$ cat src/scb_pkg.sv
// shared types and constants for the scaled column blit frame store
package scb_pkg;

    // width of signed pixel coordinates inside the block
    localparam int COORD_W = 12;

    // item kinds carried on the input tuser
    localparam logic [1:0] MODE_DRAW  = 2'd0;
    localparam logic [1:0] MODE_CLEAR = 2'd1;
    localparam logic [1:0] MODE_READ  = 2'd2;

    // per-cycle request from the sequencer to the store
    typedef struct packed {
        logic                      rd_en;  // read the addressed byte
        logic                      merge;  // write back the merged byte next cycle
        logic                      clr_en; // write zero to the addressed byte
        logic signed [COORD_W-1:0] row0;   // pixel row of bit 0 minus draw base row
    } scb_req_t;

    // draw parameters held for the whole item
    typedef struct packed {
        logic [7:0] bits;      // source column after optional complement
        logic [1:0] scale_log; // square size is two to this power
    } scb_draw_t;

endpackage

$ cat src/scb_store.sv
// frame store memory with read-modify-write merge stage
module scb_store #(
    parameter int DEPTH = 504,
    localparam int AW = $clog2(DEPTH)
) (
    input  logic                clk,
    input  logic                rst_n,
    input  scb_pkg::scb_req_t   req,
    input  logic [AW-1:0]       addr,
    input  scb_pkg::scb_draw_t  draw,
    output logic [7:0]          rd_data,
    output logic                wb_busy
);

    logic [7:0]                          mem [DEPTH];
    logic [7:0]                          rd_q_reg;
    logic                                wb_valid_reg;
    logic [AW-1:0]                       wb_addr_reg;
    logic signed [scb_pkg::COORD_W-1:0]  wb_row0_reg;
    logic [7:0]                          merged;

    // replace the bits whose rows fall inside the scaled column
    always_comb
    begin
        logic signed [scb_pkg::COORD_W-1:0] d;
        logic [scb_pkg::COORD_W-1:0]        span;
        logic [5:0]                         rel;
        logic [2:0]                         src;
        span = scb_pkg::COORD_W'(8) << draw.scale_log;
        for (int k = 0; k < 8; k++)
        begin
            d   = wb_row0_reg + scb_pkg::COORD_W'(k);
            rel = d[5:0] >> draw.scale_log;
            src = rel[2:0];
            if (!d[scb_pkg::COORD_W-1] && ($unsigned(d) < span))
                merged[k] = draw.bits[src];
            else
                merged[k] = rd_q_reg[k];
        end
    end

    // memory write and read ports
    always_ff @(posedge clk)
    begin
        if (req.clr_en)
            mem[addr] <= 8'h00;
        else if (wb_valid_reg)
            mem[wb_addr_reg] <= merged;
        if (req.rd_en)
            rd_q_reg <= mem[addr];
    end

    always_ff @(posedge clk or negedge rst_n)
    begin
        if (!rst_n)
        begin
            wb_valid_reg <= 1'b0;
            wb_addr_reg  <= '0;
            wb_row0_reg  <= '0;
        end
        else
        begin
            wb_valid_reg <= req.rd_en && req.merge;
            if (req.rd_en)
            begin
                wb_addr_reg <= addr;
                wb_row0_reg <= req.row0;
            end
        end
    end

    assign rd_data = rd_q_reg;
    assign wb_busy = wb_valid_reg;

    a_no_clear_during_wb: assert property (@(posedge clk) disable iff (!rst_n)
        wb_valid_reg |-> !req.clr_en)
        else $error("clear sweep overlaps a pending write back");

    a_wb_from_read: assert property (@(posedge clk) disable iff (!rst_n)
        (req.rd_en && req.merge) |=> wb_valid_reg && (wb_addr_reg == $past(addr)))
        else $error("merge read not followed by write back at its address");

    a_read_not_clear: assert property (@(posedge clk) disable iff (!rst_n)
        !(req.rd_en && req.clr_en))
        else $error("read and clear requested together");

endmodule

$ cat config.mk
export PLATFORM = sky130hd
export DESIGN_NAME = scb_store
export DESIGN_NICKNAME = d
export VERILOG_FILES = /design/src/scb_pkg.sv /design/src/scb_store.sv
export SDC_FILE = /design/constraint.sdc
export NUM_CORES = 2
export LEC_CHECK = 0
export ABC_AREA = 1
export BUFFER_PORTS_ARGS = -buffer_cell sky130_fd_sc_hd__buf_2
export CAP_MARGIN = 20
export CORE_ASPECT_RATIO = 1.2
export CORE_MARGIN = 3
export CORE_UTILIZATION = 45
export CTS_BUF_LIST = sky130_fd_sc_hd__clkbuf_2 sky130_fd_sc_hd__clkbuf_4 sky130_fd_sc_hd__clkbuf_8
export DETAILED_ROUTE_END_ITERATION = 16
export PLACE_DENSITY_LB_ADDON = 0.1
export SLEW_MARGIN = 20
export SYNTH_ARGS = -nofsm -noshare
export SYNTH_HDL_FRONTEND = slang
export SYNTH_SLANG_ARGS = --single-unit
$ cat constraint.sdc
create_clock -name clk -period 28 [get_ports clk]
set_input_delay 4.2 -clock clk [delete_from_list [all_inputs] [get_ports clk]]
set_output_delay 4.2 -clock clk [all_outputs]
set_load 0.02 [all_outputs]
==> impl_metrics.ini <==
[run_status]
outcome = finished clean

[floorplanning]
start_util_pct = 45.2
num_rows = 245
die-area_sq_mm = 0.381
core_sq_mm = 0.371
io_pins = 45
die_w_um = 564
die_h_um = 675

[timing]
rsz0062_at_grt = false
finalCritPeriodShare_pct = 37.0
period_needed_ns = 10.37
setup_viol_count_final = 0
tightest_slew_ns = 1.24
hold_viol = 0
relSlewSlack_pct = 17.5
setup_ws_ns = 17.63
fmax_mhz = 96.5
report.final.slew_viol_count = 0
final.setup_skew_ns = 0.0570
setup_tns_ns = 0

[worst_setup_path]
cp.arrival_ns = 11.44
startpoint_type = input port
rr_startpoint = wb_row0_reg[2]
worst_r2r_path_depth = 18
r2r_setup_slack_ns = 21.05
required_ns = 29.08
crit_path_end_kind = register
crit_type = in -> reg
reg2reg_to = mem[486][5]
critPathMaxFanout = 131

[synthesis]
seq_area_frac_synth_pct = 72.6
synth_most_common_cell = nand2_1
syn_inst = 14500
synth_common_cells = nand2_1 (4,254), edfxtp_1 (4,040), nand3_1 (3,885), nor2_1 (718), buf_2 (517)
synth_nets = 14500
ys.flop_type = edfxtp_1
synth_area_leaders = edfxtp_1 (72%), nand3_1 (12%), nand2_1 (9.5%)
synth.distinct_cells = 45
synth_top_area_share_pct = 72.2
synth-edff-count = 4040
syn-cell-area_sq_mm = 0.168
async_flop_share_pct = 0.542
synth_warnings = 0
syn_area_per_cell_sq_um = 11.6
synth_top_cell_by_area = edfxtp_1
ys_ff_latch = 4062

[detailed_routing]
vias = 113000
drc = 0
detail_route.vias_per_cell = 5.69
ant_nets = 0
wl_per_cell_um = 25.7
wirelength_um = 509000
drt_iter0_drc = 11900
drt_pass1_iterations = 8

[grt]
grt_usage_pct = 26.2
grt_antenna_before_repair = 25
grt_max_degree = 177
grt_pass1_vias = 110000
grt_pass1_wl_um = 744000
grt.overflow.total = 0

[run]
cap_violations = 0

[place]
dpl_cell_area_sq_mm = 0.171
gp_congestion = 0.883
port_buffers = 44
dp_hpwl_um = 285000
pre_cts_slack_ns = 16.63

[cells_and_area]
drive_gt1_share_pct = 8.83
syn_to_final_growth_pct = 9.67
fin_area_sq_mm = 0.184
multi_input_area_sq_mm = 0.0410
largest_reg_flops = 4032
layout.nets = 14400
fillers = 32900
seqCellArea_sq_mm = 0.122
finish.utilization_pct = 49.6

[clock_network]
cts_max_level = 6
cts_tree = done
ctsResizeCount = 0
cts_num_sinks = 4062
cts_buffers = 651
cts-hold-fix-buffers = 0
clkLatencyLatePin_ns = 1.22
postCtsSetupBuffers = 0
clock_path_buffers = 4
root_buffer = clkbuf_8
clk_pin_slew_ns = 0.07

[hold_path]
hold_start = wb_addr_reg[1]
hold_path_depth = 2
min_path_type = reg -> reg
holdPathEnd = wb_addr_reg[1]

[power]
ir_drop_mv = 0.0497
leakagePower_nw = 65.1
power.density_mw_per_mm2 = 68.3
==> cell type report <==
class | instances | area share (%)
inverters | 161 | 0.378
clock buffers | 845 | 5.69
diodes | 23 | 0.0312
clock inverters | 307 | 1.18
well taps | 4940 | 3.36
multi-input cells | 9242 | 22.2
repair buffers | 215 | 0.965
flip-flops and latches | 4062 | 66.2
==> routing by layer <==
layer  up-vias  GRT usage [%]  part of all wire, %
li1      51000              -                    -
met4         4           10.2                  4.0
met1     56100           35.4                   41
met3       917           3.80                  7.1
met5         -              0               0.0049
met2      4605           42.9                   48
==> worst max-delay path by stage <==
stage / start / to / slack [ns] / depth (start not counted)
finish: addr[0] / rd_data[3] / 17.63 / 18
CTS: addr[0] / rd_data[3] / 17.98 / 18
global placement: addr[0] / rd_data[3] / 16.72 / 18
global route: addr[0] / rd_data[3] / 17.44 / 18
detailed placement: addr[0] / rd_data[3] / 16.63 / 18
floorplan: draw[1] / mem[0][6] / 5.90 / 11
==> worst max-delay path: stages <==
cell,delay (ns)
buf_12,0.16
inv_16,0.24
buf_4,0.70
buf_4,0.77
buf_4,0.96
buf_4,0.70
buf_4,0.80
buf_4,0.95
nand2_1,0.11
nand3_1,0.11
nand3_1,0.12
nand3_1,0.15
nand3_1,0.19
nand3_1,0.13
nand3_1,0.22
nand3_1,0.18
nand3_1,0.10
nand2_1,0.07
==> cell families (layout without fill, tap and decap cells) <==
group	after synthesis	after routing	share of synthesized area, %
AO/OA/AOI/OAI	239	239	0.819
XOR/XNOR	35	35	0.183
adder cells (fa/ha/maj)	35	35	0.265
buffers and inverters	1160	1528	3.15
flip-flops	4062	4062	72.6
other	0	23	0
AND/OR/NAND/NOR	8933	8933	23.0
==> report_power, final <==
| part | total (mW) | leakage [nW] | switching [mW] | internal, mW |
|---|---|---|---|---|
| registers | 6.68 | 37.3 | 0.0148 | 6.67 |
| logic | 0.833 | 21.1 | 0.645 | 0.188 |
| clock network | 5.06 | 6.68 | 2.40 | 2.65 |
| total | 12.6 | 65.1 | 3.06 | 9.51 |
==> layout by cell type, fill, tap and decap left out, drive strengths merged, types with 2 or more instances in the layout <==
cell	count
nand2	4284
edfxtp	4040
nand3	3885
clkbuf	845
nor2	733
clkinv	247
buf	215
inv	187
o21ai	138
a21oi	49
ha	34
xor2	33
o211ai	31
diode	23
dfrtp	22
bufinv	21
nor3	15
clkinvlp	13
nand3b	11
o221ai	5
a21boi	3
o21bai	3
o21a	2
xnor2	2
a31oi	2
nor4	2
o22ai	2
==> through the flow <==
stage | hold WS, ns | total power, mW | instances
after floorplan | 0.495 | 7.34 | 14500
after global placement | 0.518 | 7.63 | 18600
after detailed placement | 0.529 | 7.64 | 18600
after CTS | 0.541 | 12.7 | 19800
after global routing | 0.573 | 13.0 | 19800
final | 0.538 | 12.6 | 19800
No activity file was read; power rests on OpenSTA's default activity.
